### config.mk
export PLATFORM = sky130hd
export DESIGN_NAME = nobd_back_flat
export DESIGN_NICKNAME = d
export VERILOG_FILES = /design/src/rtl/nobd_pkg.sv /design/src/rtl/nobd_if.sv /design/src/rtl/nobd_back.sv /design/src/flat_wrapper.sv
export SDC_FILE = /design/constraint.sdc
export NUM_CORES = 2
export LEC_CHECK = 0
export ABC_AREA = 1
export BUFFER_PORTS_ARGS = -buffer_cell sky130_fd_sc_hd__buf_2
export CORE_MARGIN = 4
export CORE_UTILIZATION = 50
export DETAILED_ROUTE_END_ITERATION = 8
export GPL_ROUTABILITY_DRIVEN = 0
export PLACE_DENSITY_LB_ADDON = 0.15
export SYNTH_ARGS = -nofsm -noshare
export SYNTH_HDL_FRONTEND = slang
export SYNTH_SLANG_ARGS = --single-unit
### constraint.sdc
create_clock -name clk -period 64.2 [get_ports clk]
set_clock_uncertainty 0.05 [all_clocks]
set_input_delay 9.63 -clock clk [delete_from_list [all_inputs] [get_ports clk]]
set_output_delay 9.63 -clock clk [all_outputs]
set_load 0.05 [all_outputs]
### src/rtl/nobd_pkg.sv
// Shared types and constants for the nth-order backward difference block.
// No dependencies; every other file refers to this package by scoped names.
`timescale 1ns / 1ps

package nobd_pkg;

	// Field widths fixed by the block's interface
	localparam int SAMPLE_BITS   = 24;
	localparam int DIFF_BITS     = 41;
	localparam int CFG_BITS      = 5;

	// Order register width inside the block, wide enough for the largest order
	localparam int ORDER_BITS    = 8;

	// Default for the top-level order cap
	localparam int MAX_ORDER_DEF = 16;

	// Command queue between front and back
	localparam int QUEUE_DEPTH   = 4;

	// Request type codes
	typedef enum logic {
		OP_SAMPLE = 1'b0,
		OP_CLEAR  = 1'b1
	} op_t;

	// One classified request, as queued between front and back
	typedef struct packed {
		op_t                           op;
		logic signed [SAMPLE_BITS-1:0] sample;
	} item_t;

	// Order and history-clear strobe from the front to the back
	typedef struct packed {
		logic [ORDER_BITS-1:0] order;
		logic                  clear;
	} cfg_t;

endpackage

### src/rtl/nobd_if.sv


interface nobd_out_if;
	logic                                  valid;
	logic                                  ready;
	logic signed [nobd_pkg::DIFF_BITS-1:0] diff_out;
	logic                                  rising;

	modport source (output valid, output diff_out, output rising, input ready);
	modport sink   (input valid, input diff_out, input rising, output ready);
endinterface

### src/rtl/nobd_back.sv
// Back end: cascade of first-difference stages, one per order, and the output register.
// Depends on nobd_pkg and nobd_out_if.
`timescale 1ns / 1ps

module nobd_back #(
	parameter int MAX_ORDER = nobd_pkg::MAX_ORDER_DEF
) (
	input  logic            clk,
	input  logic            arst_n,
	input  logic            q_valid,
	input  nobd_pkg::item_t q_item,
	output logic            q_pop,
	input  nobd_pkg::cfg_t  cfg,
	nobd_out_if.source      out
);

	// Order k difference of SAMPLE_BITS samples needs SAMPLE_BITS + k + 1 bits
	localparam int DW = nobd_pkg::SAMPLE_BITS + MAX_ORDER + 1;
	localparam int SB = nobd_pkg::SAMPLE_BITS;

	logic [MAX_ORDER:0]     vld_s;
	nobd_pkg::op_t          op_s   [0:MAX_ORDER];
	logic signed [DW-1:0]   val_s  [0:MAX_ORDER];
	logic signed [DW-1:0]   prev_q [1:MAX_ORDER];
	logic                   out_vld_q;
	logic signed [nobd_pkg::DIFF_BITS-1:0] diff_q;
	logic                   rising_q;
	logic                   adv;
	logic signed [DW-1:0]   fin;

	// The whole pipeline moves when the output register can take a beat;
	// hold it for the cycle in which the history is wiped
	assign adv   = (!out_vld_q || out.ready) && !cfg.clear;
	assign q_pop = adv && q_valid;
	assign fin   = val_s[MAX_ORDER];

	// Valid bits and per-stage history (previous lower-order difference)
	always_ff @(posedge clk or negedge arst_n) begin
		if (!arst_n) begin
			vld_s     <= '0;
			out_vld_q <= 1'b0;
			for (int k = 1; k <= MAX_ORDER; k++) begin
				prev_q[k] <= '0;
			end
		end else if (cfg.clear) begin
			for (int k = 1; k <= MAX_ORDER; k++) begin
				prev_q[k] <= '0;
			end
		end else if (adv) begin
			vld_s[0] <= q_valid;
			for (int k = 1; k <= MAX_ORDER; k++) begin
				vld_s[k] <= vld_s[k-1];
				if (vld_s[k-1]) begin
					if (op_s[k-1] == nobd_pkg::OP_CLEAR) begin
						prev_q[k] <= '0;
					end else begin
						prev_q[k] <= val_s[k-1];
					end
				end
			end
			out_vld_q <= vld_s[MAX_ORDER] && (op_s[MAX_ORDER] == nobd_pkg::OP_SAMPLE);
		end
	end

	// Difference stages: stage k subtracts the previous beat's value when k <= order
	always_ff @(posedge clk) begin
		if (adv) begin
			op_s[0]  <= q_item.op;
			val_s[0] <= {{(DW-SB){q_item.sample[SB-1]}}, q_item.sample};
			for (int k = 1; k <= MAX_ORDER; k++) begin
				op_s[k] <= op_s[k-1];
				if (k <= int'(cfg.order)) begin
					val_s[k] <= val_s[k-1] - prev_q[k];
				end else begin
					val_s[k] <= val_s[k-1];
				end
			end
			diff_q   <= nobd_pkg::DIFF_BITS'(fin);
			rising_q <= !fin[DW-1];
		end
	end

	assign out.valid    = out_vld_q;
	assign out.diff_out = diff_q;
	assign out.rising   = rising_q;

endmodule

### src/flat_wrapper.sv
// flat-port wrapper written by rule: the top's interface ports become plain ports
module nobd_back_flat 
#(
	parameter int MAX_ORDER = nobd_pkg::MAX_ORDER_DEF
)
  (clk, arst_n, q_valid, q_item, q_pop, cfg, out_valid, out_diff_out, out_rising, out_ready);
  nobd_out_if out_i ();
  input  logic clk;
  input  logic arst_n;
  input  logic q_valid;
  input  nobd_pkg::item_t q_item;
  output logic q_pop;
  input  nobd_pkg::cfg_t cfg;
  output wire logic [$bits(out_i.valid)-1:0] out_valid;
  output wire logic [$bits(out_i.diff_out)-1:0] out_diff_out;
  output wire logic [$bits(out_i.rising)-1:0] out_rising;
  input wire logic [$bits(out_i.ready)-1:0] out_ready;
  assign out_valid = out_i.valid;
  assign out_diff_out = out_i.diff_out;
  assign out_rising = out_i.rising;
  assign out_i.ready = out_ready;
  nobd_back #(.MAX_ORDER(MAX_ORDER)) u_core (.clk(clk), .arst_n(arst_n), .q_valid(q_valid), .q_item(q_item), .q_pop(q_pop), .cfg(cfg), .out(out_i));
endmodule
Word level (Yosys, flattened, before mapping) --
Memories as Yosys holds them, arrays and structs flattened. Index checks and enable logic that the tools add are counted.
Operators by class: bitwise gates (word level) 18, magnitude comparators 16, reductions and logical operators 41, $add $sub $neg 16, multiplexer cells 148
Operators by type and width (number):
- 2-to-1 mux 41 bit | 48
- 2-to-1 mux 656 bit | 2
- subtractor 41 bit | 16
- 2-to-1 mux 1 bit | 98
- <= comparator 4 x 8 -> 1 bit (first input constant) | 8
- AND reduction 2 bit | 17
- nonzero test 2 bit | 17
- <= comparator 3 x 8 -> 1 bit (first input constant) | 4
- <= comparator 2 x 8 -> 1 bit (first input constant) | 2
- bitwise OR 1 bit | 16
- <= comparator 1 x 8 -> 1 bit (first input constant) | 1
- <= comparator 5 x 8 -> 1 bit (first input constant) | 1
- logical AND 1 bit | 3
- zero test 1 bit | 3
- NOT 1 bit | 2
- logical OR 1 bit | 1
Word-level totals: word-level logic and storage cells 261, register bits after elaboration 716, memories 2, RAM bits 714, output and inout bits 44, bits of input ports 38
Memories:
- u_core.val_s | words 17, width 41, rd ports 17, clocked after memory_dff 0, write ports 17, RTL line nobd_back.sv:23 | logic signed [DW-1:0] val_s [0:MAX_ORDER];
- u_core.op_s | words 17, width 1, rd ports 17, clocked after memory_dff 0, write ports 17, RTL line nobd_back.sv:22 | nobd_pkg::op_t op_s [0:MAX_ORDER];

Longest topological paths before layout --
word-level depth 6, mapped depth 16, depth with buffers taken out 16

Worst setup path before layout --
OpenSTA, ideal clock, no wires.
kind input to register, start input port out_ready, end memory u_core.op_s[0][0] in the netlist's numbering, enable pin, buffers on the path 3, required time 62.758 ns, stages 7, slack 32.464 ns, data arrival time 30.294 ns, library setup time 1.392 ns, path through nor2_4 inv_2 nand2_4 inv_2 buf_2 buf_2 clkbuf_1
RTL lines:
- from (decl) | RTL line flat_wrapper.sv:17 | input wire logic [$bits(out_i.ready)-1:0] out_ready;
- to (decl) | RTL line nobd_back.sv:22

Worst setup path after layout --
start input port out_ready, end output port q_pop
On the way: longest elaborated chain between the ends 3
RTL lines:
- logical OR 1 bit | RTL line nobd_back.sv:33 | assign adv = (!out_vld_q || out.ready) && !cfg.clear;
- logical AND 1 bit | RTL line nobd_back.sv:33
- logical AND 1 bit | RTL line nobd_back.sv:34 | assign q_pop = adv && q_valid;
- to (decl) | RTL line flat_wrapper.sv:12 | output logic q_pop;
No other way between the ends.

==> results.py <==
metrics = {
    "route": {
        "routed_via_density": 5.17,
        "ant_nets": 0,
        "route.detailed.drc": 0,
        "wl_per_cell_um": 16.7,
        "via_count": 91600,
        "first_pass_iters": 9,
        "drtIter0Drc": 8095,
        "wirelength_um": 296000,
    },
    "sta": {
        "finalCritPeriodShare_pct": 32.7,
        "final.setup.tns_ps": 0,
        "rsz0062_at_grt": "false",
        "hold_violations": 0,
        "setup_viol": 0,
        "worst_pin_slew_ps": 1130,
        "period_needed_ps": 20970,
        "slew_headroom_pct": 24.3,
        "slew_viol_final": 0,
        "fmax_mhz": 47.7,
    },
    "global_route": {
        "grt_util_met1_pct": 40.4,
        "grt_pass1_wl_um": 468000,
        "grt_pass1_vias": 85800,
        "grt_util_met3_pct": 3.20,
        "antenna_found_initial": 9,
        "grt_most_used_layer": "met2",
        "grt_max_degree": 137,
        "grt_usage_pct": 27.8,
        "grt.overflow.total": 0,
        "gr-usage-met2_pct": 43.7,
    },
    "yosys": {
        "synth_cell_type_count": 44,
        "synthTopCellsByCount": "5,081 x nand2_1, 3,052 x inv_1, 1,062 x nor2_1, 817 x nand3_1, 745 x o21ai_0",
        "synth_area_leaders": "edfxtp_1 22%, nand2_1 19%, dfrtp_1 16%, inv_1 11%, ha_1 7.7%",
        "synth-seq-cells": 1396,
        "avgSynthCellArea_um2": 6.83,
        "synth_edf_count": 739,
        "syn_area_um2": 102000,
        "synth_top_area_share_pct": 21.8,
        "synthCells": 14900,
        "async_flop_share_pct": 47.1,
        "yosysMostFrequentCell": "nand2_1",
        "yosys_warnings": 0,
        "seq_area_frac_synth_pct": 38.0,
        "yosysTopAreaCell": "edfxtp_1",
        "synth_top_flop_cell": "edfxtp_1",
        "synth_fp_nets": 15600,
    },
    "cells_and_area": {
        "drive_gt1_share_pct": 3.53,
        "fin_util_pct": 54.5,
        "syn_to_final_growth_pct": 8.50,
        "nets": 15600,
        "fin_cells": 17700,
    },
    "clocking": {
        "htree_levels": 4,
        "cts_setup_buffers": 0,
        "cts_root_buf": "clkbuf_16",
        "clock_sinks": 1396,
        "cts_resized": 0,
        "cts_tree": "built",
        "numCtsBuffers": 159,
        "ctsHoldBuffers": 0,
        "insertion_delay_ps": 820,
        "clk_pin_slew_ps": 60,
        "cts_buffer_depth": 3,
    },
    "setup_path": {
        "end_kind": "primary output",
        "r2r-end": "u_core.val_s[1][25]",
        "critPathLaunch": "out_ready",
        "ff2ff_path_depth": 16,
        "crit_fanout": 44,
        "cp-start-kind": "primary input",
        "reg2reg_setup_slack_ps": 58760,
        "r2r_start": "u_core.out.valid",
        "critPathArrivalTime_ps": 11290,
        "crit_required_ps": 54520,
        "critPathCapture": "q_pop",
        "path_class": "in -> out",
    },
    "placement": {
        "hpwlAfterDp_um": 229000,
        "dp.cells": 17400,
        "port_buffers": 81,
    },
    "power": {
        "pwr_density_cell_nw_per_um2": 53.2,
        "ir_drop_v": 0.0000330,
        "p_total_mw": 5.87,
        "p_leak_nw": 56.9,
    },
    "status": {
        "status": "finished, final reports clean",
    },
    "min_path": {
        "hold_path_class": "reg -> reg",
        "whs_path_depth": 0,
    },
    "run": {
        "timing.max_cap.violations": 0,
    },
    "floorplanning": {
        "row_count": 165,
        "boundaryPins": 82,
        "dieArea_um2": 211000,
        "initial_core_util_pct": 50.3,
        "coreArea_um2": 202000,
        "die_x_um": 459,
        "die_h_um": 459,
    },
}
## registers in the layout (all words and copies together) (netlist names)
signal	flops
u_core.val_s	680
u_core.out.diff_out	41
u_core.op_s	17
u_core.out.rising	1
u_core.prev_q	639
u_core.vld_s	17
u_core.out.valid	1
## cells in the final DEF, fill, tap and decap left out, types with 18 or more instances in the layout
| cell | Yosys | final |
|---|---|---|
| o21ai_1 | 29 | 18 |
| buf_2 | 72 | 80 |
| o21bai_1 | 57 | 57 |
| and2_1 | 32 | 32 |
| nor3_1 | 91 | 91 |
| edfxtp_1 | 739 | 739 |
| ha_1 | 624 | 624 |
| xnor2_1 | 84 | 84 |
| o21ai_0 | 745 | 740 |
| nand3b_1 | 67 | 67 |
| clkinv_1 | 7 | 19 |
| inv_1 | 3052 | 3052 |
| buf_4 | 1 | 73 |
| o22ai_1 | 490 | 490 |
| clkbuf_1 | 192 | 34 |
| nand3_1 | 817 | 815 |
| clkinv_2 | 0 | 24 |
| nor2_1 | 1062 | 1061 |
| xor2_1 | 224 | 224 |
| clkbuf_16 | 0 | 164 |
| nand2_1 | 5081 | 5079 |
| or2_2 | 72 | 72 |
| a21oi_1 | 552 | 552 |
| dfrtp_1 | 657 | 657 |
## how the worst min path moves through the flow
| stage | start | slack (ps) | endpoint |
|---|---|---|---|
| floorplan | u_core.val_s[16][0] | 350 | u_core.out.diff_out[0] |
| global placement | u_core.val_s[16][37] | 350 | u_core.out.diff_out[37] |
| detailed placement | u_core.val_s[16][17] | 350 | u_core.out.diff_out[17] |
| CTS | u_core.val_s[16][28] | 360 | u_core.out.diff_out[28] |
| global route | u_core.val_s[16][33] | 370 | u_core.out.diff_out[33] |
| finish | u_core.val_s[16][28] | 360 | u_core.out.diff_out[28] |
## worst max-delay path: stages
cell and delay (ps):
buf_2 110, nor2_4 90, buf_4 400, inv_2 110, nand2_4 290, inv_8 200, nand2_1 140, inv_1 40
buf_2 200
## layout make-up
type	instances	area, µm²
Fill cell	20200	92000
Timing Repair Buffer	155	983
Clock inverter	81	868
Multi-Input combinational cell	10100	50500
Inverter	3072	11500
Antenna cell	7	17.5
Clock buffer	214	4450
Sequential cell	1396	38600
Tap cell	2672	3340
## where the power goes
group	internal [mW]	leakage (nW)	switching [mW]	total, mW
Clock	0.549	2.58	0.384	0.933
Combinational	1.09	38.1	2.20	3.30
Sequential	1.36	16.2	0.280	1.64
## metrics by stage
step | instance area [µm²] | setup slack, ps | hold slack, ps
2_1_floorplan | 102000 | 32460 | 350
3_3_place_gp | 105000 | 43240 | 351
3_5_place_dp | 105000 | 43240 | 355
4_1_cts | 110000 | 43230 | 358
5_1_grt | 110000 | 43160 | 371
6_report | 110000 | 43230 | 357
## cell families after synthesis
| logic type | count (synthesis) | synth area share [%] |
|---|---|---|
| AOI/OAI and AO/OA | 1917 | 10.3 |
| xor gates and xnor gates | 308 | 2.65 |
| adders and majority gates | 640 | 7.99 |
| buffers and inverters | 3346 | 12.4 |
| DFF | 1396 | 38.0 |
| and+or+nand+nor | 7272 | 28.6 |
## per-layer routing
metal,part of all wire (%),vias up,wire length [µm]
met3,6.7,437,19700
met1,47,41800,139000
li1,-,46700,-
met2,43,2624,128000
met5,0.0044,-,13
met4,3.0,2,8860
(Power assumes the default switching activity.)
