File: config.mk
export PLATFORM = sky130hd
export DESIGN_NAME = nobd_queue
export DESIGN_NICKNAME = d
export VERILOG_FILES = /design/src/rtl/nobd_pkg.sv /design/src/rtl/nobd_queue.sv
export SDC_FILE = /design/constraint.sdc
export NUM_CORES = 1
export LEC_CHECK = 0
export CORE_ASPECT_RATIO = 0.9
export CORE_UTILIZATION = 55
export DETAILED_ROUTE_END_ITERATION = 6
export DONT_BUFFER_PORTS = 1
export HOLD_SLACK_MARGIN = 0.12
export PLACE_DENSITY = 0.73
export SLEW_MARGIN = 0
export SYNTH_ARGS = -nofsm -noshare
export SYNTH_HDL_FRONTEND = slang
export SYNTH_SLANG_ARGS = --single-unit
File: constraint.sdc
create_clock -name clk -period 2 [get_ports clk]
set_clock_uncertainty 0.1 [all_clocks]
set_input_delay 0.3 -clock clk [delete_from_list [all_inputs] [get_ports clk]]
set_output_delay 0.3 -clock clk [all_outputs]
set_load 0.05 [all_outputs]
File: src/rtl/nobd_pkg.sv
// Shared types and constants for the nth-order backward difference block.
// No dependencies; every other file refers to this package by scoped names.
`timescale 1ns / 1ps

package nobd_pkg;

	// Field widths fixed by the block's interface
	localparam int SAMPLE_BITS   = 24;
	localparam int DIFF_BITS     = 41;
	localparam int CFG_BITS      = 5;

	// Order register width inside the block, wide enough for the largest order
	localparam int ORDER_BITS    = 8;

	// Default for the top-level order cap
	localparam int MAX_ORDER_DEF = 16;

	// Command queue between front and back
	localparam int QUEUE_DEPTH   = 4;

	// Request type codes
	typedef enum logic {
		OP_SAMPLE = 1'b0,
		OP_CLEAR  = 1'b1
	} op_t;

	// One classified request, as queued between front and back
	typedef struct packed {
		op_t                           op;
		logic signed [SAMPLE_BITS-1:0] sample;
	} item_t;

	// Order and history-clear strobe from the front to the back
	typedef struct packed {
		logic [ORDER_BITS-1:0] order;
		logic                  clear;
	} cfg_t;

endpackage

File: src/rtl/nobd_queue.sv
// Short command queue that decouples the front end from the difference pipeline.
// Depends on nobd_pkg for the entry type and depth.
`timescale 1ns / 1ps

module nobd_queue (
	input  logic            clk,
	input  logic            arst_n,
	input  logic            push_valid,
	input  nobd_pkg::item_t push_item,
	output logic            push_ready,
	output logic            pop_valid,
	output nobd_pkg::item_t pop_item,
	input  logic            pop
);

	localparam int DEPTH = nobd_pkg::QUEUE_DEPTH;
	localparam int AW    = $clog2(DEPTH);

	nobd_pkg::item_t entry_q [0:DEPTH-1];
	logic [AW-1:0]   wr_ptr_q;
	logic [AW-1:0]   rd_ptr_q;
	logic [AW:0]     count_q;
	logic            push;

	assign push_ready = (count_q != (AW+1)'(DEPTH));
	assign pop_valid  = (count_q != '0);
	assign pop_item   = entry_q[rd_ptr_q];
	assign push       = push_valid && push_ready;

	// Advance pointers and occupancy
	always_ff @(posedge clk or negedge arst_n) begin
		if (!arst_n) begin
			wr_ptr_q <= '0;
			rd_ptr_q <= '0;
			count_q  <= '0;
		end else begin
			if (push) begin
				wr_ptr_q <= wr_ptr_q + AW'(1);
			end
			if (pop) begin
				rd_ptr_q <= rd_ptr_q + AW'(1);
			end
			if (push && !pop) begin
				count_q <= count_q + (AW+1)'(1);
			end else if (pop && !push) begin
				count_q <= count_q - (AW+1)'(1);
			end
		end
	end

	// Store the pushed entry
	always_ff @(posedge clk) begin
		if (push) begin
			entry_q[wr_ptr_q] <= push_item;
		end
	end

endmodule

Yosys cells after proc, flatten, opt, wreduce, memory -nomap -nowiden
Memory sizes are Yosys's and may differ from the RTL's.
Cells that the tools add are included.
{"block": "word_totals", "ramBits": 100, "regBits": 7, "in_bits": 29, "elab_cells": 20, "memories": 1, "output_inout_bits": 27}
{"memory": "entry_q", "words": 4, "word_bits": 25, "rd": 1, "rd_ports_with_merged_regs": 0, "write_ports": 1, "line": "nobd_queue.sv:19", "rtl": "nobd_pkg::item_t entry_q [0:DEPTH-1];"}
{"block": "op_classes", "n_eq_ne": 1, "addsub": 4, "n_mux": 4, "n_reduce_logical": 7}
{"cell": "two-way mux 3 bit", "n": 2}
{"cell": "adder 2 x 1 -> 2 bit, second input constant", "n": 2}
{"cell": "adder 3 x 1 -> 3 bit, second input constant", "n": 1}
{"cell": "logical AND 1 bit", "n": 3}
{"cell": "!= test 3 bit, second input constant", "n": 1}
{"cell": "nonzero test 3 bit", "n": 1}
{"cell": "subtractor 3 x 1 -> 3 bit, second input constant", "n": 1}
{"cell": "logical NOT 1 bit", "n": 2}
{"cell": "two-way mux 1 bit", "n": 2}
{"cell": "nonzero test 2 bit", "n": 1}

Logic depth before layout (Yosys ltp)
Gate-level depths: netlist of run 1.
{"block": "logic_depth", "word_depth": 6, "mapped_depth": 8, "mapped_depth_nobuf": 8}

Worst setup path after synthesis of run 1
OpenSTA, ideal clock, no wires.
{"block": "synth_timing", "kind": "flip-flop to flip-flop", "from": "reg count_q[0]", "to": "reg count_q[2]", "path_stages_with_launch": 9, "period_less_slack_ps": 1898, "setup_time_ps": 79, "required_time_ps": 1821, "arrival_ps": 1719, "slack_ps": 102, "path_buffers": 0, "path_cell_list": "dfrtp_1 nor2_1 a21boi_2 ha_1 inv_1 fa_1 xor2_1 nor2_1 xor2_1"}
{"block": "synth_via", "elab_chain_len": 5, "elab_cells_between_ends": 10, "cone_classes": "2 x add/sub; 1 x eq/ne; 2 x mux; 5 x reduce/logical"}
{"item": "from (decl)", "line": "nobd_queue.sv:22", "rtl": "logic [AW:0] count_q;"}
{"item": "from (signal assigned)", "line": "nobd_queue.sv:44", "rtl": "count_q <= count_q + (AW+1)'(1);"}
{"item": "from (signal assigned)", "line": "nobd_queue.sv:46", "rtl": "count_q <= count_q - (AW+1)'(1);"}
{"item": "!= test 3 bit *", "line": "nobd_queue.sv:25", "rtl": "assign push_ready = (count_q != (AW+1)'(DEPTH));"}
{"item": "logical AND 1 bit *", "line": "nobd_queue.sv:28", "rtl": "assign push = push_valid && push_ready;"}
{"item": "via push", "line": "nobd_queue.sv:23", "rtl": "logic push;"}
{"item": "logical NOT 1 bit", "line": "nobd_queue.sv:45", "rtl": "end else if (pop && !push) begin"}
{"item": "logical AND 1 bit", "line": "nobd_queue.sv:45"}
{"item": "nonzero test 2 bit (no line)"}
The timed path passes the listed nets; every way through them passes the cells marked *. The select of a mux whose other input is x is not followed.
A chain may end at the register's enable or synchronous reset.

==> summary.md, run 1 <==
| Metric | Value |
|---|---|
| Status | complete, but fails checks |
| Failing checks | setup timing |
| Post-synthesis cell type count | 18 |
| DRC marker count from the first detailed-route iteration | 119 |
| Category of the worst setup path launch point | flip-flop |
| Static Leakage | 1.62 nW |
| Commonest cells after routing, fill and taps aside | edfxtp_1, dlygate4sd3_1, mux4_2 |
| Area of the multi-input gates | 778 um2 |
| All-layer global routing usage | 18.6% |
| Kind of end point of the critical path | output port |
| TritonCTS clock tree | built |
| Source of the critical timing path | rd_ptr_q[0] |
| Number of max-slew violations in the final report | 0 |
| Sequential element share of the synthesized area | 78.2% |
| Final period demand of the worst path | 2.08 ns |
| H-tree levels | 3 |
| Half-perimeter wire length after placement | 4260 um |
| Number of buffers inserted during clock tree synthesis | 9 |
| Root Driver | clkbuf_8 |
| Count of unresolved DRC violations after routing | 0 |
| Synthesized netlist net count | 201 |
| Startpoint-to-endpoint class of the critical path | flip-flop to output port |
| Total die area | 0.00774 mm2 |
| CP Data Arrival Time | 1.68 ns |
| Transition time at the pin with the least slew margin | 0.481 ns |
| Series of cell instances along the critical path | buf_8, mux4_2, buf_6 |
| Class of the worst hold path | input pin to async pin |
| Overall power | 7.63 mW |
| Critical path required time | 1.60 ns |
| Count of warnings emitted by yosys | 0 |
| Pin count of the biggest net entering global routing | 20 |
| Routed WL | 6630 um |
| Unrepaired setup endpoints after global routing | true |
| GRT Residual Overflow | 0 |
| Reg area | 0.00318 mm2 |
| FF-to-FF setup slack | 0.14 ns |
| Die span in y | 83.5 um |
| Vias per inst | 5.55 |
| Post-synthesis instance area | 0.00406 mm2 |
| Largest fanout on the critical path | 7 |
| Post-route clock period utilization | 104% |
| CTS clock-pin slew for the worst setup and hold paths | 0.10 ns |
| Maximum single-stage delay on the critical path | 0.53 ns |
| Area growth from synthesis to layout | 17.6% |
| Power density normalized to cell area | 1600 mW/mm2 |
| First-pass detailed-route iteration total | 4 |
| Count of antenna-violating nets left after detailed routing | 0 |
| Placed Cells | 274 |
| Starting density of the core | 57.1% |
| # IOs | 56 |
| Clock Latency Late Sink | 0.35 ns |
| Final non-filler cell total | 321 |
| Post-layout utilization of the core | 67.2% |
| Highest ir drop seen on vdd | 0.733 mV |
| Number of buffers on the longest clock path | 2 |
| Filler cells | 467 |
| Total number of clock tree sinks | 107 |
| Final setup viols | 25 |
| Gpl congestion | 0.649 |
| # nets final | 258 |
| Final worst setup slack | -0.0810 ns |
| Via count of the first global-routing pass | 1,966 |
| Number of instances in the synthesized netlist | 166 |
| Area inside the core boundary | 0.00711 mm2 |
| IO Port Bufs | 0 |
| RR Startpoint | count_q[0] |
| Fmax achieved | 481 MHz |
| Die outline width | 92.6 um |
| Max capacitance violation total | 0 |
| Slowest cell on crit path | mux4_2 |
| Via count | 1,781 |
| Antenna violations before repair | 0 |
| Mean instance size in the synthesized netlist | 24.5 um2 |
| Most common cell after layout, fill and taps aside | edfxtp_1 |
| Detail-routed net length per standard cell | 20.6 um |
| First-pass GRT wire length | 10,400 um |
| Ratio of cells with drive above 1 in the final layout | 30.7% |
| Diode count | 0 |
| Post-synthesis register bit count | 107 |
| Core Rows | 29 |
| Setup_tns | -1.53 ns |
| Final Hold Vio Count | 0 |
| Worst rel slew slack | 68.0% |
==> critical path: cells and delay by family, from the launching register on <==
family                 cells  cell delay [ns]
multiplexers               1             0.53
flip-flops                 1             0.46
buffers and inverters      2             0.34
==> synth_stat cells <==
master / instances / share of area [%]
fa_1: 1 / 0.49
mux4_2: 18 / 10
inv_1: 4 / 0.37
a21boi_2: 1 / 0.28
buf_12: 2 / 0.99
edfxtp_1: 100 / 74
ha_1: 5 / 1.5
buf_2: 3 / 0.37
buf_6: 1 / 0.28
or3_1: 1 / 0.15
nor2_1: 2 / 0.18
dfrtp_1: 7 / 4.3
xnor2_1: 3 / 0.65
nand2_1: 2 / 0.18
mux2_2: 2 / 0.55
xor2_1: 3 / 0.65
mux4_1: 7 / 4.5
and2_1: 4 / 0.62
==> cell type report <==
type | count | area share (%)
Sequential cell | 107 | 66.5
Multi-Input combinational cell | 49 | 16.3
Timing Repair Buffer | 52 | 10.6
Clock buffer | 9 | 2.59
Tap cell | 93 | 2.43
Clock inverter | 7 | 1.23
Inverter | 4 | 0.314
==> through the flow <==
step	hold WS (ns)	worst slack [ns]	instance area [um2]
floorplan	-0.0956	0.102	4060
detailed placement	-0.0954	0.0990	4270
CTS	0.170	-0.0968	4760
finish	0.168	-0.0810	4780
global route	0.180	-0.136	4780
global placement	-0.0953	0.192	4270
==> timing repair <==
action / in CTS / in global routing
gates resized for setup: 20 / 1
endpoints found under the hold margin: 109 / 0
hold buffers: 27 / 0
gates cloned: 0 / 0
setup endpoints to repair: 24 / 26
setup buffers: 2 / 2
==> power breakdown <==
group	leakage, nW	internal (mW)	switching, mW
logic	0.529	1.12	2.18
registers	0.996	2.98	0.164
clock network	0.0937	0.473	0.715
==> path summary, 6_finish.rpt <==
check	cells past startpoint	to
setup reg to reg	6	count_q[1]
setup / recovery	3	pop_item[11]
hold reg to reg	1	count_q[0]
hold / removal	1	count_q[0]
max in group asynchronous	1	rd_ptr_q[0]
min in group clk	3	count_q[0]
==> registers in the layout (all words and copies together) (netlist names) <==
register / count
count_q: 3
entry_q: 100
rd_ptr_q: 2
wr_ptr_q: 2
==> cells by family after synthesis <==
logic type	count (synthesis)	synth area share [%]
buffers and inverters	10	2.00
AOI/OAI and AO/OA	1	0.277
DFF	107	78.2
muxes	27	15.1
adders and majority gates	6	2.03
xor gates and xnor gates	6	1.29
and+or+nand+nor	9	1.14
==> routing by layer <==
layer  vias to the layer above  track usage (%)  routed length [um]
met2                        37             32.3                3620
met5                         -                0                   0
met4                         0             6.71                  55
met3                         4             3.83                 233
li1                        793                -                   -
met1                       947             23.4                2720
Note: power is estimated with default switching activity, not from simulation.
==> run 2, diff against run 1 <==
- PLACE_DENSITY: 0.73 -> 0.7
- clock period: 2 -> 2.3 ns (I/O delays scaled with it)
==> summary.md, run 2 (synthesis gave the netlist of run 1 again) <==
| Metric | Value |
|---|---|
| Post-route clock period utilization | 95.2% |
| Endpoint of the lowest-slack register-to-register path | count_q[2] |
| Reg area | 0.00318 mm2 |
| Top reg by flops | entry_q |
| Source of the critical timing path | rd_ptr_q[0] |
| Class of the worst hold path | input pin to async pin |
| Critical path required time | 1.86 ns |
| Routed WL | 6320 um |
| Total setup buffers inserted after CTS | 0 |
| IO Port Bufs | 0 |
| DR WL met3 | 370 um |
| Minimum setup slack after placement | 0.198 ns |
| Via count of the first global-routing pass | 1,930 |
| Final worst setup slack | 0.111 ns |
| Detail-routed net length per standard cell | 20.2 um |
| Series of cell instances along the critical path | buf_12, mux4_1, buf_4 |
| Transition time at the pin with the least slew margin | 0.457 ns |
| Number of cells on the worst reg-to-reg path | 8 |
| Most common cell after layout, fill and taps aside | edfxtp_1 |
| First-pass GRT wire length | 10,200 um |
| Number of buffers on the longest clock path | 2 |
| Final period demand of the worst path | 2.19 ns |
| Fmax achieved | 457 MHz |
| Uppermost metal layer occupied by signal nets | met4 |
| Vias per inst | 5.60 |
| Filler cells | 495 |
| Root Driver | clkbuf_8 |
| Setup_tns | 0 ns |
| Count of unresolved DRC violations after routing | 0 |
| TritonCTS clock tree | built |
| Ratio of cells with drive above 1 in the final layout | 24.1% |
| DRC marker count from the first detailed-route iteration | 93 |
| All-layer global routing usage | 18.6% |
| Portion of total power attributed to combinational logic | 41.8% |
| Highest ir drop seen on vdd | 0.787 mV |
| Met2 wire len | 3410 um |
| Starting density of the core | 57.1% |
| Unrepaired setup endpoints after global routing | false |
| Max capacitance violation total | 0 |
| # nets final | 251 |
| Maximum single-stage delay on the critical path | 0.59 ns |
| Internal power | 3.82 mW |
| Half-perimeter wire length after placement | 4070 um |
| Area inside the core boundary | 0.00711 mm2 |
| Via count | 1,754 |
| Startpoint-to-endpoint class of the critical path | flip-flop to output port |
| Kind of end point of the critical path | output port |
| First-pass detailed-route iteration total | 4 |
| Largest fanout on the critical path | 19 |
| Power share of the sequential group | 43.2% |
| Pin count of the biggest net entering global routing | 20 |
| Total number of clock tree sinks | 107 |
| Sw Share | 40.0% |
| Category of the worst setup path launch point | flip-flop |
| Gpl congestion | 0.674 |
| Status | finished clean |
| Post-layout utilization of the core | 66.1% |
| Total die area | 0.00774 mm2 |
| Die span in y | 83.5 um |
| Antenna violations before repair | 0 |
| Flip-flop count of the largest register after layout | 100 |
| # IOs | 56 |
| CTS clock-pin slew for the worst setup and hold paths | 0.09 ns |
| Count of antenna-violating nets left after detailed routing | 0 |
| Met1 wire length | 2420 um |
| Switching power of the nets | 2.54 mW |
| Die outline width | 92.6 um |
| Commonest cells after routing, fill and taps aside | edfxtp_1, dlygate4sd3_1, mux4_2 |
| Worst rel slew slack | 69.4% |
| Number of max-slew violations in the final report | 0 |
| Number of buffers inserted during clock tree synthesis | 9 |
| Core Rows | 29 |
| Power density normalized to cell area | 1350 mW/mm2 |
| Final Hold Vio Count | 0 |
| H-tree levels | 3 |
| GRT Residual Overflow | 0 |
| CP Data Arrival Time | 1.74 ns |
| FF-to-FF setup slack | 0.21 ns |
| Clock Latency Late Sink | 0.35 ns |
| Top Registers | entry_q x100, count_q x3 |
| Diode count | 0 |
| Area of the multi-input gates | 805 um2 |
| RR Startpoint | count_q[0] |
| Slowest cell on crit path | mux4_1 |
| Share of power burned in the clock network | 15.0% |
| Final setup viols | 0 |
| Static Leakage | 1.59 nW |
| Area growth from synthesis to layout | 15.7% |
run 2: worst max-delay path by stage:
stage                              end  slack [ns]  depth (start not counted)
after detailed placement    count_q[2]        0.20                          8
final                     pop_item[16]        0.11                          3
after CTS                 pop_item[16]        0.07                          3
after floorplan             count_q[2]        0.40                          8
after global routing      pop_item[16]        0.04                          3
after global placement      count_q[2]        0.34                          8
run 2: cell type report:
cell class	instances	share of cell area [%]
clock buffers	10	2.71
repair buffers	45	9.15
flip-flops and latches	107	67.6
multi-input cells	49	17.1
well taps	93	2.47
inverters	4	0.319
clock inverters	5	0.638
run 2: repair_timing:
item,4_1_cts,5_1_grt
hold buffers,27,0
endpoints found under the hold margin,109,0
resized for setup,0,0
run 2: routing by layer:
metal / up-vias / GRT usage [%]
met4: 0 / 8.67
met2: 52 / 31.5
met3: 10 / 4.74
li1: 782 / -
met1: 910 / 22.5
met5: - / 0
run 2: critical path: cells and delay by family (launching register included):
family,cells,cell delay [ns]
DFF,1,0.39
muxes,1,0.59
buffers and inverters,2,0.41
run 2: through the flow:
| stage | total power [mW] | instances | cell area [um2] | hold WS (ns) |
|---|---|---|---|---|
| finish | 6.36 | 313 | 4700 | 0.217 |
| global route | 6.65 | 313 | 4700 | 0.218 |
| CTS | 6.44 | 313 | 4700 | 0.206 |
| detailed placement | 5.43 | 271 | 4280 | -0.0505 |
| global placement | 5.34 | 271 | 4280 | -0.0504 |
| floorplan | 4.96 | 166 | 4060 | -0.0506 |
run 2: power by group through the flow:
stage | logic (mW) | clock network (mW) | registers (mW)
after floorplan | 2.24 | 0 | 2.72
after global placement | 2.58 | 0 | 2.76
after detailed placement | 2.63 | 0 | 2.80
after CTS | 2.71 | 0.977 | 2.76
after global routing | 2.80 | 1.06 | 2.79
final | 2.66 | 0.951 | 2.75
==> run 3, diff against run 2 <==
- RECOVER_POWER: not set -> 100
==> summary.md, run 3 (synthesis gave the netlist of run 1 again) <==
| Metric | Value |
|---|---|
| Met3 routing resource usage after global routing | 4.74% |
| Diode count | 0 |
| Total setup buffers inserted after CTS | 0 |
| Slowest cell on crit path | mux4_1 |
| First-pass detailed-route iteration total | 4 |
| Resize count post-CTS | 0 |
| Clock Latency Late Sink | 0.35 ns |
| Pin count of the biggest net entering global routing | 20 |
| Root Driver | clkbuf_8 |
| Antenna violations before repair | 0 |
| Minimum setup slack after placement | 0.198 ns |
| Count of antenna-violating nets left after detailed routing | 0 |
| Total die area | 0.00774 mm2 |
| Max capacitance violation total | 0 |
| Class of the worst hold path | input pin to async pin |
| Category of the worst setup path launch point | flip-flop |
| Die span in y | 83.5 um |
| Filler cells | 497 |
| Die outline width | 92.6 um |
| Area inside the core boundary | 0.00711 mm2 |
| Final worst setup slack | 0.108 ns |
| Most common cell after layout, fill and taps aside | edfxtp_1 |
| Worst rel slew slack | 60.9% |
| Post-route clock period utilization | 95.3% |
| Gpl congestion | 0.674 |
| CP Data Arrival Time | 1.75 ns |
| Number of buffers on the longest clock path | 2 |
| Startpoint-to-endpoint class of the critical path | flip-flop to output port |
| Static Leakage | 1.57 nW |
| Largest fanout on the critical path | 19 |
| Number of max-slew violations in the final report | 0 |
| Commonest cells after routing, fill and taps aside | edfxtp_1, dlygate4sd3_1, mux4_2 |
| # IOs | 56 |
| FF-to-FF setup slack | 0.21 ns |
| Transition time at the pin with the least slew margin | 0.587 ns |
| IO Port Bufs | 0 |
| M1 GR Usage | 22.5% |
| Total number of clock tree sinks | 107 |
| Half-perimeter wire length after placement | 4070 um |
| Detail-routed net length per standard cell | 20.2 um |
| Number of buffers inserted during clock tree synthesis | 9 |
| H-tree levels | 3 |
| Area growth from synthesis to layout | 15.1% |
| GRT Residual Overflow | 0 |
| Number of buffers inserted by hold repair at cts | 27 |
| Power density normalized to cell area | 1350 mW/mm2 |
| CTS clock-pin slew for the worst setup and hold paths | 0.09 ns |
| Count of unresolved DRC violations after routing | 0 |
| Via count | 1,751 |
| Via count of the first global-routing pass | 1,930 |
| Critical path required time | 1.86 ns |
| Routed WL | 6320 um |
| Starting density of the core | 57.1% |
| Met2 Usage GRT | 31.5% |
| Vias per inst | 5.59 |
| Setup_tns | 0 ns |
| Flip-flop count of the largest register after layout | 100 |
| Final period demand of the worst path | 2.19 ns |
| Unrepaired setup endpoints after global routing | false |
| Maximum single-stage delay on the critical path | 0.58 ns |
| Core Rows | 29 |
| Final Hold Vio Count | 0 |
| Final setup viols | 0 |
| Series of cell instances along the critical path | buf_12, mux4_1, clkbuf_4 |
| # nets final | 251 |
| Kind of end point of the critical path | output port |
| All-layer global routing usage | 18.6% |
| First-pass GRT wire length | 10,200 um |
| GR peak layer | met2 |
| DRC marker count from the first detailed-route iteration | 98 |
| Top reg by flops | entry_q |
| Top Registers | entry_q x100, count_q x3 |
| Status | finished clean |
| TritonCTS clock tree | built |
| Highest ir drop seen on vdd | 0.786 mV |
| Ratio of cells with drive above 1 in the final layout | 22.3% |
| Fmax achieved | 456 MHz |
[run 3: worst paths after layout]
path / start / endpoint / depth (start not counted)
max in group asynchronous: arst_n / rd_ptr_q[0] / 1
min in group clk: pop / count_q[0] / 3
hold / removal: arst_n / wr_ptr_q[1] / 1
setup / recovery: rd_ptr_q[0] / pop_item[23] / 3
hold reg to reg: count_q[0] / count_q[0] / 1
setup reg to reg: count_q[0] / count_q[2] / 8
[run 3: power breakdown]
part	total (mW)	switching (mW)	internal, mW	leakage [nW]
Clock	0.951	0.566	0.385	0.0800
Sequential	2.75	0.164	2.59	0.997
Combinational	2.62	1.81	0.807	0.492
Total	6.32	2.54	3.78	1.57
[run 3: critical path, delay by kind of cell (launching register included)]
kind,cells,cell delay [ns]
buffers and inverters,2,0.43
DFF,1,0.39
muxes,1,0.58
[run 3: stage by stage]
step	cells	hold WS, ns	util, %	cell area, um2	power [mW]
after global routing	313	0.218	65.8	4680	6.62
after floorplan	166	-0.0506	-	4060	4.96
after detailed placement	271	-0.0505	60.1	4280	5.43
after global placement	271	-0.0504	60.1	4280	5.34
final	313	0.219	65.8	4680	6.32
after CTS	313	0.206	66.1	4700	6.44
[run 3: area by class of cell]
type | instances | area, um2 | share of cell area, %
clock buffer | 10 | 128 | 2.73
clock inverter | 5 | 30.0 | 0.642
inverter | 4 | 15.0 | 0.321
multi-input combinational | 49 | 805 | 17.2
sequential | 107 | 3180 | 68.0
tap | 93 | 116 | 2.49
timing repair buffer | 45 | 405 | 8.67
[run 3: routing by layer]
layer | routed length, um | up-vias
met4 | 111 | 0
li1 | - | 782
met2 | 3430 | 46
met3 | 349 | 10
met1 | 2430 | 913
met5 | 0 | -
