**src/rtl/nobd_pkg.sv**
```systemverilog
// Shared types and constants for the nth-order backward difference block.
// No dependencies; every other file refers to this package by scoped names.
`timescale 1ns / 1ps

package nobd_pkg;

	// Field widths fixed by the block's interface
	localparam int SAMPLE_BITS   = 24;
	localparam int DIFF_BITS     = 41;
	localparam int CFG_BITS      = 5;

	// Order register width inside the block, wide enough for the largest order
	localparam int ORDER_BITS    = 8;

	// Default for the top-level order cap
	localparam int MAX_ORDER_DEF = 16;

	// Command queue between front and back
	localparam int QUEUE_DEPTH   = 4;

	// Request type codes
	typedef enum logic {
		OP_SAMPLE = 1'b0,
		OP_CLEAR  = 1'b1
	} op_t;

	// One classified request, as queued between front and back
	typedef struct packed {
		op_t                           op;
		logic signed [SAMPLE_BITS-1:0] sample;
	} item_t;

	// Order and history-clear strobe from the front to the back
	typedef struct packed {
		logic [ORDER_BITS-1:0] order;
		logic                  clear;
	} cfg_t;

endpackage

```
**src/rtl/nobd_if.sv**
```systemverilog
// Valid/ready channel interfaces for the sample input and the difference output.
// Depends on nobd_pkg for the field widths.
`timescale 1ns / 1ps

interface nobd_in_if;
	logic                                    valid;
	logic                                    ready;
	logic                                    req_type;
	logic signed [nobd_pkg::SAMPLE_BITS-1:0] sample_in;

	modport source (output valid, output req_type, output sample_in, input ready);
	modport sink   (input valid, input req_type, input sample_in, output ready);
endinterface


```
**src/rtl/nobd_front.sv**
```systemverilog
// Front end: input beat register, request classification and the order register.
// Depends on nobd_pkg and nobd_in_if.
`timescale 1ns / 1ps

module nobd_front #(
	parameter int MAX_ORDER = nobd_pkg::MAX_ORDER_DEF
) (
	input  logic                          clk,
	input  logic                          arst_n,
	nobd_in_if.sink                       in,
	input  logic                          cfg_we,
	input  logic [nobd_pkg::CFG_BITS-1:0] cfg_wdata,
	output logic                          f_valid,
	output nobd_pkg::item_t               f_item,
	input  logic                          f_ready,
	output nobd_pkg::cfg_t                cfg
);

	logic                              vld_s1;
	nobd_pkg::item_t                   item_s1;
	logic [nobd_pkg::ORDER_BITS-1:0]   order_q;
	logic                              clear_q;
	logic [nobd_pkg::ORDER_BITS-1:0]   wr_order;

	// Clamp the written order into 1..MAX_ORDER
	always_comb begin
		if (cfg_wdata == '0) begin
			wr_order = nobd_pkg::ORDER_BITS'(1);
		end else if (nobd_pkg::ORDER_BITS'(cfg_wdata) > nobd_pkg::ORDER_BITS'(MAX_ORDER)) begin
			wr_order = nobd_pkg::ORDER_BITS'(MAX_ORDER);
		end else begin
			wr_order = nobd_pkg::ORDER_BITS'(cfg_wdata);
		end
	end

	// Hold the order; strobe a history clear when it changes
	always_ff @(posedge clk or negedge arst_n) begin
		if (!arst_n) begin
			order_q <= nobd_pkg::ORDER_BITS'(1);
			clear_q <= 1'b0;
		end else begin
			clear_q <= cfg_we && (wr_order != order_q);
			if (cfg_we) begin
				order_q <= wr_order;
			end
		end
	end

	assign cfg.order = order_q;
	assign cfg.clear = clear_q;

	// Take a beat whenever the register is empty or drains this cycle
	assign in.ready = !vld_s1 || f_ready;

	always_ff @(posedge clk or negedge arst_n) begin
		if (!arst_n) begin
			vld_s1 <= 1'b0;
		end else if (in.ready) begin
			vld_s1 <= in.valid;
		end
	end

	// Classify the beat into a queue entry
	always_ff @(posedge clk) begin
		if (in.ready && in.valid) begin
			item_s1.op     <= in.req_type ? nobd_pkg::OP_CLEAR : nobd_pkg::OP_SAMPLE;
			item_s1.sample <= in.sample_in;
		end
	end

	assign f_valid = vld_s1;
	assign f_item  = item_s1;

endmodule

```
**src/flat_wrapper.sv**
```systemverilog
// flat-port wrapper written by rule: the top's interface ports become plain ports
module nobd_front_flat 
#(
	parameter int MAX_ORDER = nobd_pkg::MAX_ORDER_DEF
)
  (clk, arst_n, cfg_we, cfg_wdata, f_valid, f_item, f_ready, cfg, in_valid, in_req_type, in_sample_in, in_ready);
  nobd_in_if in_i ();
  input  logic clk;
  input  logic arst_n;
  input  logic cfg_we;
  input  logic [nobd_pkg::CFG_BITS-1:0] cfg_wdata;
  output logic f_valid;
  output nobd_pkg::item_t f_item;
  input  logic f_ready;
  output nobd_pkg::cfg_t cfg;
  input wire logic [$bits(in_i.valid)-1:0] in_valid;
  input wire logic [$bits(in_i.req_type)-1:0] in_req_type;
  input wire logic [$bits(in_i.sample_in)-1:0] in_sample_in;
  output wire logic [$bits(in_i.ready)-1:0] in_ready;
  assign in_i.valid = in_valid;
  assign in_i.req_type = in_req_type;
  assign in_i.sample_in = in_sample_in;
  assign in_ready = in_i.ready;
  nobd_front #(.MAX_ORDER(MAX_ORDER)) u_core (.clk(clk), .arst_n(arst_n), .in(in_i), .cfg_we(cfg_we), .cfg_wdata(cfg_wdata), .f_valid(f_valid), .f_item(f_item), .f_ready(f_ready), .cfg(cfg));
endmodule
```
**config.mk**
```make
export PLATFORM = sky130hd
export DESIGN_NAME = nobd_front_flat
export DESIGN_NICKNAME = d
export VERILOG_FILES = /design/src/rtl/nobd_pkg.sv /design/src/rtl/nobd_if.sv /design/src/rtl/nobd_front.sv /design/src/flat_wrapper.sv
export SDC_FILE = /design/constraint.sdc
export NUM_CORES = 1
export LEC_CHECK = 0
export BUFFER_PORTS_ARGS = -buffer_cell sky130_fd_sc_hd__buf_2
export CORE_ASPECT_RATIO = 0.75
export CORE_UTILIZATION = 39
export CTS_BUF_LIST = sky130_fd_sc_hd__clkbuf_2 sky130_fd_sc_hd__clkbuf_4 sky130_fd_sc_hd__clkbuf_8
export CTS_CLUSTER_DIAMETER = 50
export DETAILED_ROUTE_END_ITERATION = 10
export GPL_TIMING_DRIVEN = 0
export PLACE_DENSITY = 0.77
export RECOVER_POWER = 25
export SLEW_MARGIN = 0
export SYNTH_ARGS = -nofsm -noshare
export SYNTH_HDL_FRONTEND = slang
export SYNTH_SLANG_ARGS = --single-unit
```
**constraint.sdc**
```tcl
create_clock -name clk -period 1.5 [get_ports clk]
set_input_delay 0.3 -clock clk [delete_from_list [all_inputs] [get_ports clk]]
set_output_delay 0.3 -clock clk [all_outputs]
set_load 0.05 [all_outputs]
```
# ---- Yosys cells after proc, flatten, opt, wreduce, memory -nomap -nowiden
# Index checks and enable logic that the tools add are counted.
dict set report totals {
  regBits 35
  output_inout_bits 36
  in_bits 35
}
dict set report op_classes {
  muxes 3
  n_reduce_logical 5
  eq_ne 1
  order_cmp 1
}
# cell n
set op_table {}
lappend op_table {{$mux W5} 2}
lappend op_table {{$ne A8 B8 Y1} 1}
lappend op_table {{$gt A5 B5 Y1 const B} 1}
lappend op_table {{$logic_not A5 Y1} 1}
lappend op_table {{$logic_and A1 B1 Y1} 2}
lappend op_table {{$logic_not A1 Y1} 1}
lappend op_table {{$logic_or A1 B1 Y1} 1}
lappend op_table {{$mux W1} 1}

# ---- Longest topological paths before layout
# Gate-level depths: netlist (run 1).
dict set report depth {
  depth_word 5
  mapped_depth 4
  mapped_depth_nobuf 4
}

# ---- Least setup slack after synthesis (run 1)
# No wires, ideal clock.
dict set report synth_timing {
  path_kind {flip-flop to flip-flop}
  start {reg u_core.vld_s1 (netlist: u_core.f_valid)}
  end {reg u_core.item_s1 (netlist bit u_core.f_item[0]) (enable)}
  setup_slack_ns -0.664
  n_path_buf 0
  t_arrival_ns 1.780
  stages_incl_launch_ff 3
  setup_ns 0.384
  period_less_slack_ns 2.164
  cell_sequence {dfrtp_1 nand2b_1 and2_1}
}
dict set report synth_between {
  elab_chain_len 3
}
# element line
set synth_lines {}
lappend synth_lines {{from (decl)} nobd_front.sv:19} ;# logic vld_s1;
lappend synth_lines {{from (signal assigned)} nobd_front.sv:59} ;# vld_s1 <= in.valid;
lappend synth_lines {{$logic_not A1 Y1} nobd_front.sv:53} ;# assign in.ready = !vld_s1 || f_ready;
lappend synth_lines {{$logic_or A1 B1 Y1} nobd_front.sv:53}
lappend synth_lines {{net in_ready} flat_wrapper.sv:19} ;# output wire logic [$bits(in_i.ready)-1:0] in_ready;
lappend synth_lines {{$logic_and A1 B1 Y1} nobd_front.sv:65} ;# if (in.ready && in.valid) begin
lappend synth_lines {{to (decl)} nobd_front.sv:20} ;# nobd_pkg::item_t item_s1;
# The timed path passes the listed nets, and every way through them passes these cells.
# A chain may end at the register's enable or synchronous reset.

# ---- Worst setup path after layout (run 1)
dict set report layout_timing {
  start {reg u_core.order_q[2] in the netlist's numbering}
  end {reg u_core.clear_q}
}
dict set report layout_between {
  elab_chain_len 2
}
# element line
set layout_lines {}
lappend layout_lines {{from (decl)} nobd_front.sv:21} ;# logic [nobd_pkg::ORDER_BITS-1:0] order_q;
lappend layout_lines {{from (signal assigned)} nobd_front.sv:39} ;# order_q <= nobd_pkg::ORDER_BITS'(1);
lappend layout_lines {{from (signal assigned)} nobd_front.sv:44} ;# order_q <= wr_order;
lappend layout_lines {{$ne A8 B8 Y1} nobd_front.sv:42} ;# clear_q <= cfg_we && (wr_order != order_q);
lappend layout_lines {{$logic_and A1 B1 Y1} nobd_front.sv:42}
lappend layout_lines {{to (signal assigned)} nobd_front.sv:42}
lappend layout_lines {{to (decl)} nobd_front.sv:22} ;# logic clear_q;
# No other way between the ends.

==> metrics, run 1 <==
most common cell after layout, fill and taps aside=buf_2; TritonCTS clock tree=built; mux share of post-synthesis cell area=2.86%; status=finished clean; Tot Pwr=0.00223 W; Final Cycle Share=95.1%; power density over cell area=1350 mW/mm^2; CP max-delay cell=dfrtp_2; post-layout util=61.7%; CTS Sinks=32; area leader, netlist=edfxtp_1; DR iter-0 viols=49; final hold slack=0.196 ns; Area Overhead vs Synth=45.4%; synthesized instance count=62; GPL Wtd Cong=approximately 0.83; largest family of logic cells by synthesized area=simple AND/OR/NAND/NOR gates; Seq/Total Area, Yosys=81.5%; H-tree levels=2; Final Hold Vio Count=0; Max IR drop VDD=0.822 mV; clock buffer depth=2; CP required=1.66 ns; initial antenna violation count=0; largest net degree at the start of global routing=26; die area=0.00314 mm^2; area fraction of the dominant cell type after synthesis=66.0%; initial core utilization=42.4%; DR pass1 iterations=4; Routed WL per cell=12.5 um; site row count=16; IO Count=71; clock root buffer=clkbuf_8; min Tclk post-route=1.43 ns; Non-Filler Instances=175; Simple-Gate Fraction of Synth Area=4.62%; Peak Freq=701 MHz; Synth Area per Inst=roughly 18 um^2; overall global routing resource usage=16.4%; # setup viols final=0; Yosys cell types=21; Placed Instance Area=roughly 0.0015 mm^2; Resized cells post-CTS=0; I/O Buffers=66; register bit total from synthesis=32; crit-path cells=xor2_1 -> o32a_1 -> a31o_1 -> o31a_1; FF/Latch Area=930 um^2; Final Cell Area=0.00165 mm^2; Die Width=about 64 um; clock network latency to the later pin of the worst-skew pair=roughly 0.27 ns; placed insts=166; Max Slew Vio Count=0; Layout Nets=173; Synth Area in Compound Gates=4.40%; Syn. warnings=0; final antenna-violating net count=0; crit-path max cell delay=0.43 ns; die height=48.8 um; dpl hpwl=1.72 mm; critical path arrival=1.58 ns; crit path launch type=register; Multi-input gate area=183 um^2; first-pass GRT wire length=3.57 mm; GRT Residual Overflow=0; fillcell total=~220; vias=769; Hold Crit Class=input pin to register; Via density=4.39; CTS buffer count=5; max_cap viols=0; Setup Skew=0.00163 ns; post-synthesis cell area=0.00114 mm^2; most frequent cells in the layout=buf_2 (66), edfxtp_1 (25), clkbuf_8 (5); DRC=0; vias in the first global route=723; RSZ-0062 raised after global routing=no; P_leak=approximately 0.75 nW; Inserted Diodes=0; synth top area cells=edfxtp_1 (66%), dfrtp_1 (13%), buf_4 (2.6%), dfstp_2 (2.3%), mux2_2 (2.0%); share of layout cells above drive strength 1=61.2%; Worst setup EP type=register; DRT Wirelength=2.19 mm; Worst Path Max Fanout=4; core area=0.00268 mm^2; post-synthesis xor/xnor area fraction=2.31%; classification of the worst setup path=register to register; clk slew on worst S/H paths=roughly 0.06 ns; Synth Area in Adders=0%
[flip-flops by register name, indices dropped and copies added (netlist names)]
register	cells
u_core.clear_q	1
u_core.f_item	25
u_core.f_valid	1
u_core.order_q	5
[logic make-up after synthesis]
kind of cell / Yosys count
compound gates: 7
xor+xnor: 3
buf+inv: 8
flops: 32
mux: 3
other cells: 1
simple gates: 8
[worst paths after layout]
path,to,from,depth (start not counted),slack (ns)
max,u_core.clear_q,u_core.order_q[2],4,0.07
min,u_core.f_item[3],in_sample_in[3],1,0.20
max reg2reg,u_core.clear_q,u_core.order_q[2],4,0.07
min reg2reg,u_core.order_q[0],u_core.order_q[0],2,0.48
max in group asynchronous,u_core.order_q[0],arst_n,2,0.88
min in group asynchronous,u_core.order_q[2],arst_n,2,0.38
[Yosys cell counts (all sizes together)]
cell / count
clkbuf: 1
o32a: 1
and2: 1
o21ai: 3
xor2: 1
mux2: 2
edfxtp: 25
nand3b: 3
nor2b: 1
mux2i: 1
buf: 4
a31o: 1
o31a: 1
dfrtp: 6
dfstp: 1
xnor2: 2
inv: 3
nand2b: 2
conb: 1
o21bai: 1
nor3: 1
[per-layer routing]
layer  global-route usage, %  part of all wire, %
met2                    25.6                   50
met5                       0                    0
met4                    4.44                 0.64
met1                    19.6                   40
met3                    8.96                  8.6
[cell type report]
type | instances | area share, %
Buffer | 5 | 2.04
Clock buffer | 6 | 4.61
Clock inverter | 2 | 2.12
Inverter | 3 | 0.681
Multi-Input combinational cell | 24 | 11.0
Sequential cell | 32 | 56.2
Tap cell | 36 | 2.72
Timing Repair Buffer | 67 | 20.6
[critical path, delay by kind of cell (launching register included)]
| kind | cells | cell delay (ns) |
|---|---|---|
| AO/OA/AOI/OAI | 3 | 0.73 |
| XOR/XNOR | 1 | 0.14 |
| flip-flops | 1 | 0.43 |
[through the flow]
| stage | setup WS [ns] | TNS (ns) |
|---|---|---|
| after floorplan | -0.0161 | -0.0161 |
| after global placement | 0.0688 | 0 |
| after detailed placement | 0.0668 | 0 |
| after CTS | 0.0764 | 0 |
| after global routing | 0.0306 | 0 |
| final | 0.0739 | 0 |
[repair_timing]
item	CTS	global route
hold buffers	1	0
hold endpoints to repair	6	0
setup buffers	0	0
endpoints found under the setup margin	0	0
[report_power, final]
part	switching (W)	internal, W	total (W)
Clock	0.000286	0.000510	0.000796
Sequential	0.0000221	0.00102	0.00105
Combinational	0.000286	0.000107	0.000393
(Power assumes the default switching activity.)
==> run 2, diff against run 1 <==
- PLACE_DENSITY: 0.77 -> 0.87
- SLEW_MARGIN: 0 -> 30
==> run 2 against run 1 <==
Against the previous run:
- non-clock buffer count is the same
- sequential share of layout area about the same
- routed wire length down 6.2%
- count of clock-buffer cells in the layout unchanged
- register-to-register slack is essentially flat
- critical path depth unchanged
- first-iteration DRC count shrank 37%
- clock skew rose by 0.0038 ns
- utilization hardly changed
- combinational power about the same
- maximum frequency grew 0.20%
- power fell by 0.12%
- critical endpoint unchanged
- largest cell class unchanged
==> metrics, run 2 (synthesis results as in run 1) <==
Final Cycle Share=94.9%; final antenna-violating net count=0; CTS buffer count=5; # setup viols final=0; Inserted Diodes=0; I/O Buffers=66; initial antenna violation count=0; Max Slew Vio Count=0; Hold Crit Class=input pin to register; CTS Sinks=32; clock buffer depth=2; core area=0.00268 mm^2; overall global routing resource usage=about 14%; Setup Skew=0.00544 ns; die area=0.00314 mm^2; first-pass GRT wire length=3.20 mm; Layout Nets=between 150 and 200; classification of the worst setup path=register to register; critical path arrival=1.58 ns; clk slew on worst S/H paths=0.06 ns; crit path launch type=register; H-tree levels=2; GPL Wtd Cong=0.661; most frequent cells in the layout=buf_2 (65), edfxtp_1 (25), clkbuf_8 (5); dpl hpwl=1.59 mm; GRT Residual Overflow=0; crit-path cells=xor2_1 -> o32a_1 -> a31o_1 -> o31a_1; P_leak=between 0.7 and 0.8 nW; power density over cell area=1350 mW/mm^2; Area Overhead vs Synth=45.3%; DR iter-0 viols=31; worst setup margin=0.0767 ns; Routed WL per cell=11.7 um; clock root buffer=clkbuf_8; CP top delay family=compound AO/OA/AOI/OAI gates; max_cap viols=0; Worst Path Max Fanout=4; IO Count=71; TritonCTS clock tree=built; vias in the first global route=730; DRT Wirelength=2.05 mm; clock network latency to the later pin of the worst-skew pair=0.27 ns; Peak Freq=about 700 MHz; RSZ-0062 raised after global routing=no; share of layout cells above drive strength 1=60.4%; largest net degree at the start of global routing=26; Max IR drop VDD=about 0.62 mV; CP max-delay cell=dfrtp_2; Final Hold Vio Count=0; most common cell after layout, fill and taps aside=buf_2; Crit path buffers/inverters=0; max reg flops=25; site row count=16; Die Width=64.4 um; final hold slack=0.202 ns; Via density=4.33; CP required=roughly 1.7 ns; die height=slightly below 50 um; status=finished clean; DR pass1 iterations=4; dpl ws=0.0693 ns; vias=roughly 760; min Tclk post-route=approximately 1.4 ns; post-layout util=61.6%; Worst setup EP type=register; DRC=0; crit-path max cell delay=0.42 ns; initial core utilization=42.4%
## run 2: what timing repair did
action | 4_1_cts | 5_1_grt
setup buffers | 0 | 0
resized for setup | 0 | 0
hold endpoints to repair | 6 | 0
hold buffers | 1 | 0
## run 2: final timing paths
| kind | startpoint | endpoint | slack, ns | depth (start not counted) |
|---|---|---|---|---|
| max | u_core.order_q[2] | u_core.clear_q | 0.08 | 4 |
| min | in_sample_in[2] | u_core.f_item[2] | 0.20 | 1 |
| max reg2reg | u_core.order_q[2] | u_core.clear_q | 0.08 | 4 |
| min reg2reg | u_core.order_q[0] | u_core.order_q[0] | 0.48 | 2 |
| max in group asynchronous | arst_n | u_core.order_q[0] | 0.88 | 2 |
| min in group asynchronous | arst_n | u_core.order_q[1] | 0.39 | 2 |
## run 2: worst register-to-register path, stage by stage, from the launching register on
cell and delay (ns):
dfrtp_2 0.42, xor2_1 0.14, o32a_1 0.29, a31o_1 0.19
o31a_1 0.27
## run 2: per-layer routing
| layer | GRT usage, % | share of wire [%] |
|---|---|---|
| met5 | 0 | 0 |
| met2 | 23.0 | 47 |
| met3 | 5.66 | 11 |
| met1 | 16.6 | 42 |
| met4 | 5.56 | 1.1 |
## run 2: metrics by stage
| step | setup TNS [ns] | cell area (um^2) | power (W) | cells |
|---|---|---|---|---|
| 6_report | 0 | 1650 | 0.00223 | 175 |
| 5_1_grt | 0 | 1650 | 0.00231 | 175 |
| 4_1_cts | 0 | 1650 | 0.00225 | 175 |
| 3_5_place_dp | 0 | 1530 | 0.00146 | 166 |
| 3_3_place_gp | 0 | 1530 | 0.00145 | 166 |
| 2_1_floorplan | -0.0161 | 1160 | 0.00134 | 64 |
## run 2: area by class of cell
cell class	instances	area, um^2
multi-input cells	24	183
repair buffers	67	339
flip-flops and latches	32	930
fillers	224	1030
inverters	3	11.3
plain buffers	5	33.8
clock inverters	2	35.0
well taps	36	45.0
clock buffers	6	76.3
## run 2: where the power goes
| part | leakage (nW) | internal, W | switching (W) | total, W |
|---|---|---|---|---|
| combinational | 0.365 | 0.000107 | 0.000284 | 0.000391 |
| clock | 0.0586 | 0.000510 | 0.000285 | 0.000796 |
| sequential | 0.319 | 0.00102 | 0.0000221 | 0.00105 |
| total | 0.743 | 0.00164 | 0.000591 | 0.00223 |
==> run 3, diff against run 2 <==
- BUFFER_PORTS_ARGS: -buffer_cell sky130_fd_sc_hd__buf_2 -> default
- CORE_UTILIZATION: 39 -> 40
- DONT_BUFFER_PORTS: default -> 1
- PLACE_DENSITY: 0.87 -> 0.66
==> run 3 against run 2 <==
Against the previous run:
- the flow now finishes with violations (negative setup slack)
- critical path type unchanged
- clock power grew 1%
- count of clock-buffer cells in the layout shrank 1
- critical endpoint unchanged
- power shrank 3.2%
- combinational power shrank 69%
- clock skew shrank 0.0016 ns
==> metrics, run 3 (synthesis results as in run 1) <==
worst setup margin=-0.0685 ns; Psw=0.000597 W; crit path launch type=register; Worst setup EP type=register; H-tree levels=2; critical path arrival=1.74 ns; Inserted Diodes=0; Final Hold Vio Count=0; Worst Path Max Fanout=4; most frequent cells in the layout=edfxtp_1 (25), clkbuf_8 (5), buf_4 (4), dfrtp_1 (4); Max IR drop VDD=0.812 mV; Final Cycle Share=105%; CTS buffer count=5; worst-margin pin slew=0.533 ns; Max Slew Vio Count=0; max_cap viols=0; RSZ-0062 raised after global routing=yes; vias in the first global route=528; fillcell total=228; initial antenna violation count=0; Area Overhead vs Synth=17.2%; clock root buffer=clkbuf_8; CP required=1.67 ns; core area=0.00266 mm^2; # setup viols final=1; dpl hpwl=1.37 mm; Peak Freq=~640 MHz; Comb power frac=5.6%; first-pass GRT wire length=roughly 2.8 mm; P_leak=around 0.48 nW; Hold Crit Class=input pin to register; overall global routing resource usage=13.9%; DRC=0; DR pass1 iterations=4; Routed WL per cell=18.0 um; die area=slightly above 0.003 mm^2; clk slew on worst S/H paths=0.07 ns; IO Count=71; TritonCTS clock tree=built; GPL Wtd Cong=0.726; Hold Path Sink=u_core.f_item[3]; failing checks=negative setup slack; HP Start=in_sample_in[3]; GRT Residual Overflow=0; clock share of power=37.3%; clock buffer depth=2; die height=48.2 um; power density over cell area=1620 mW/mm^2; DR iter-0 viols=40; normalized max-slew margin=approximately 64%; classification of the worst setup path=register to register; share of layout cells above drive strength 1=27.0%; largest net degree at the start of global routing=14; sw frac=27.7%; status=finished, violations left; CTS Sinks=32; DRT Wirelength=slightly below 2 mm; r2r endpoint=u_core.clear_q; Via density=4.85; Layout Nets=108; Die Width=63.6 um; Flop pwr share=57.1%; Non-Filler Instances=110; final hold slack=about 0.11 ns; post-layout util=50.0%; max reg flops=25; clock network latency to the later pin of the worst-skew pair=0.28 ns; Reg2Reg Depth=4; min Tclk post-route=1.57 ns; Tot Pwr=0.00216 W; vias=534; Setup Buffers After CTS=0; initial core utilization=42.7%; site row count=16; most common cell after layout, fill and taps aside=edfxtp_1; placed insts=100; final antenna-violating net count=0; origin of the critical flop-to-flop path=u_core.order_q[2]; Int Pwr=0.00156 W; I/O Buffers=0; hold path cells=0; r2r setup slk=-0.07 ns; Setup Skew=0.00388 ns
## run 3: cell count changes in the layout (fill, tap and decap cells not counted)
cell and delta:
and2_4 +1, clkbuf_4 -1, clkbuf_1 -1, buf_2 -65
clkinvlp_4 +1
## run 3: critical path, cell delays in order, from the launching register on
cell	delay [ns]
dfrtp_2	0.53
xor2_1	0.19
o32a_1	0.29
a31o_1	0.19
o31a_1	0.26
## run 3: worst max-delay path by stage
stage | end | start | slack [ns]
6_report | u_core.clear_q | u_core.order_q[2] | -0.07
5_1_grt | u_core.clear_q | u_core.order_q[2] | -0.11
4_1_cts | u_core.clear_q | u_core.order_q[2] | -0.07
3_5_place_dp | u_core.f_item[0] | u_core.f_valid | -0.10
3_3_place_gp | u_core.f_item[0] | u_core.f_valid | -0.07
2_1_floorplan | u_core.clear_q | u_core.order_q[2] | -0.02
## run 3: power by group through the flow
stage / Combinational [W] / Sequential [W] / Clock [W]
finish: 0.000120 / 0.00123 / 0.000806
global route: 0.000131 / 0.00124 / 0.000861
CTS: 0.000119 / 0.00124 / 0.000823
detailed placement: 0.000112 / 0.00125 / 0
global placement: 0.000109 / 0.00125 / 0
floorplan: 0.000100 / 0.00124 / 0
## run 3: area by class of cell
cell class / count / area, um^2 / area share [%]
sequential: 32 / 930 / 69.8
timing repair buffer: 1 / 10.0 / 0.751
multi-input combinational: 25 / 191 / 14.4
clock inverter: 3 / 42.5 / 3.19
inverter: 3 / 11.3 / 0.845
clock buffer: 5 / 68.8 / 5.16
tap: 36 / 45.0 / 3.38
buffer: 5 / 33.8 / 2.54
## run 3: timing repair
action                     CTS  global route
hold buffers                 1             0
hold endpoints to repair     7             0
resized for setup            0             1
gates cloned                 1             0
setup endpoints to repair   27            27
pin swaps                    1             0
## run 3: metrics by stage
step	TNS (ns)	area, um^2	setup WS, ns
3_3_place_gp	-1.80	1200	-0.0715
6_report	-0.0685	1330	-0.0685
2_1_floorplan	-0.0161	1160	-0.0161
4_1_cts	-0.830	1330	-0.0652
5_1_grt	-0.553	1330	-0.115
3_5_place_dp	-2.52	1200	-0.100
## run 3: layer usage
metal / global-route usage [%] / vias up / wire, um
met3: 7.71 / 7 / 143
met5: 0 / - / 0
met2: 20.2 / 32 / 972
met4: 12.3 / 0 / 56
met1: 15.2 / 255 / 812
li1: - / 240 / -
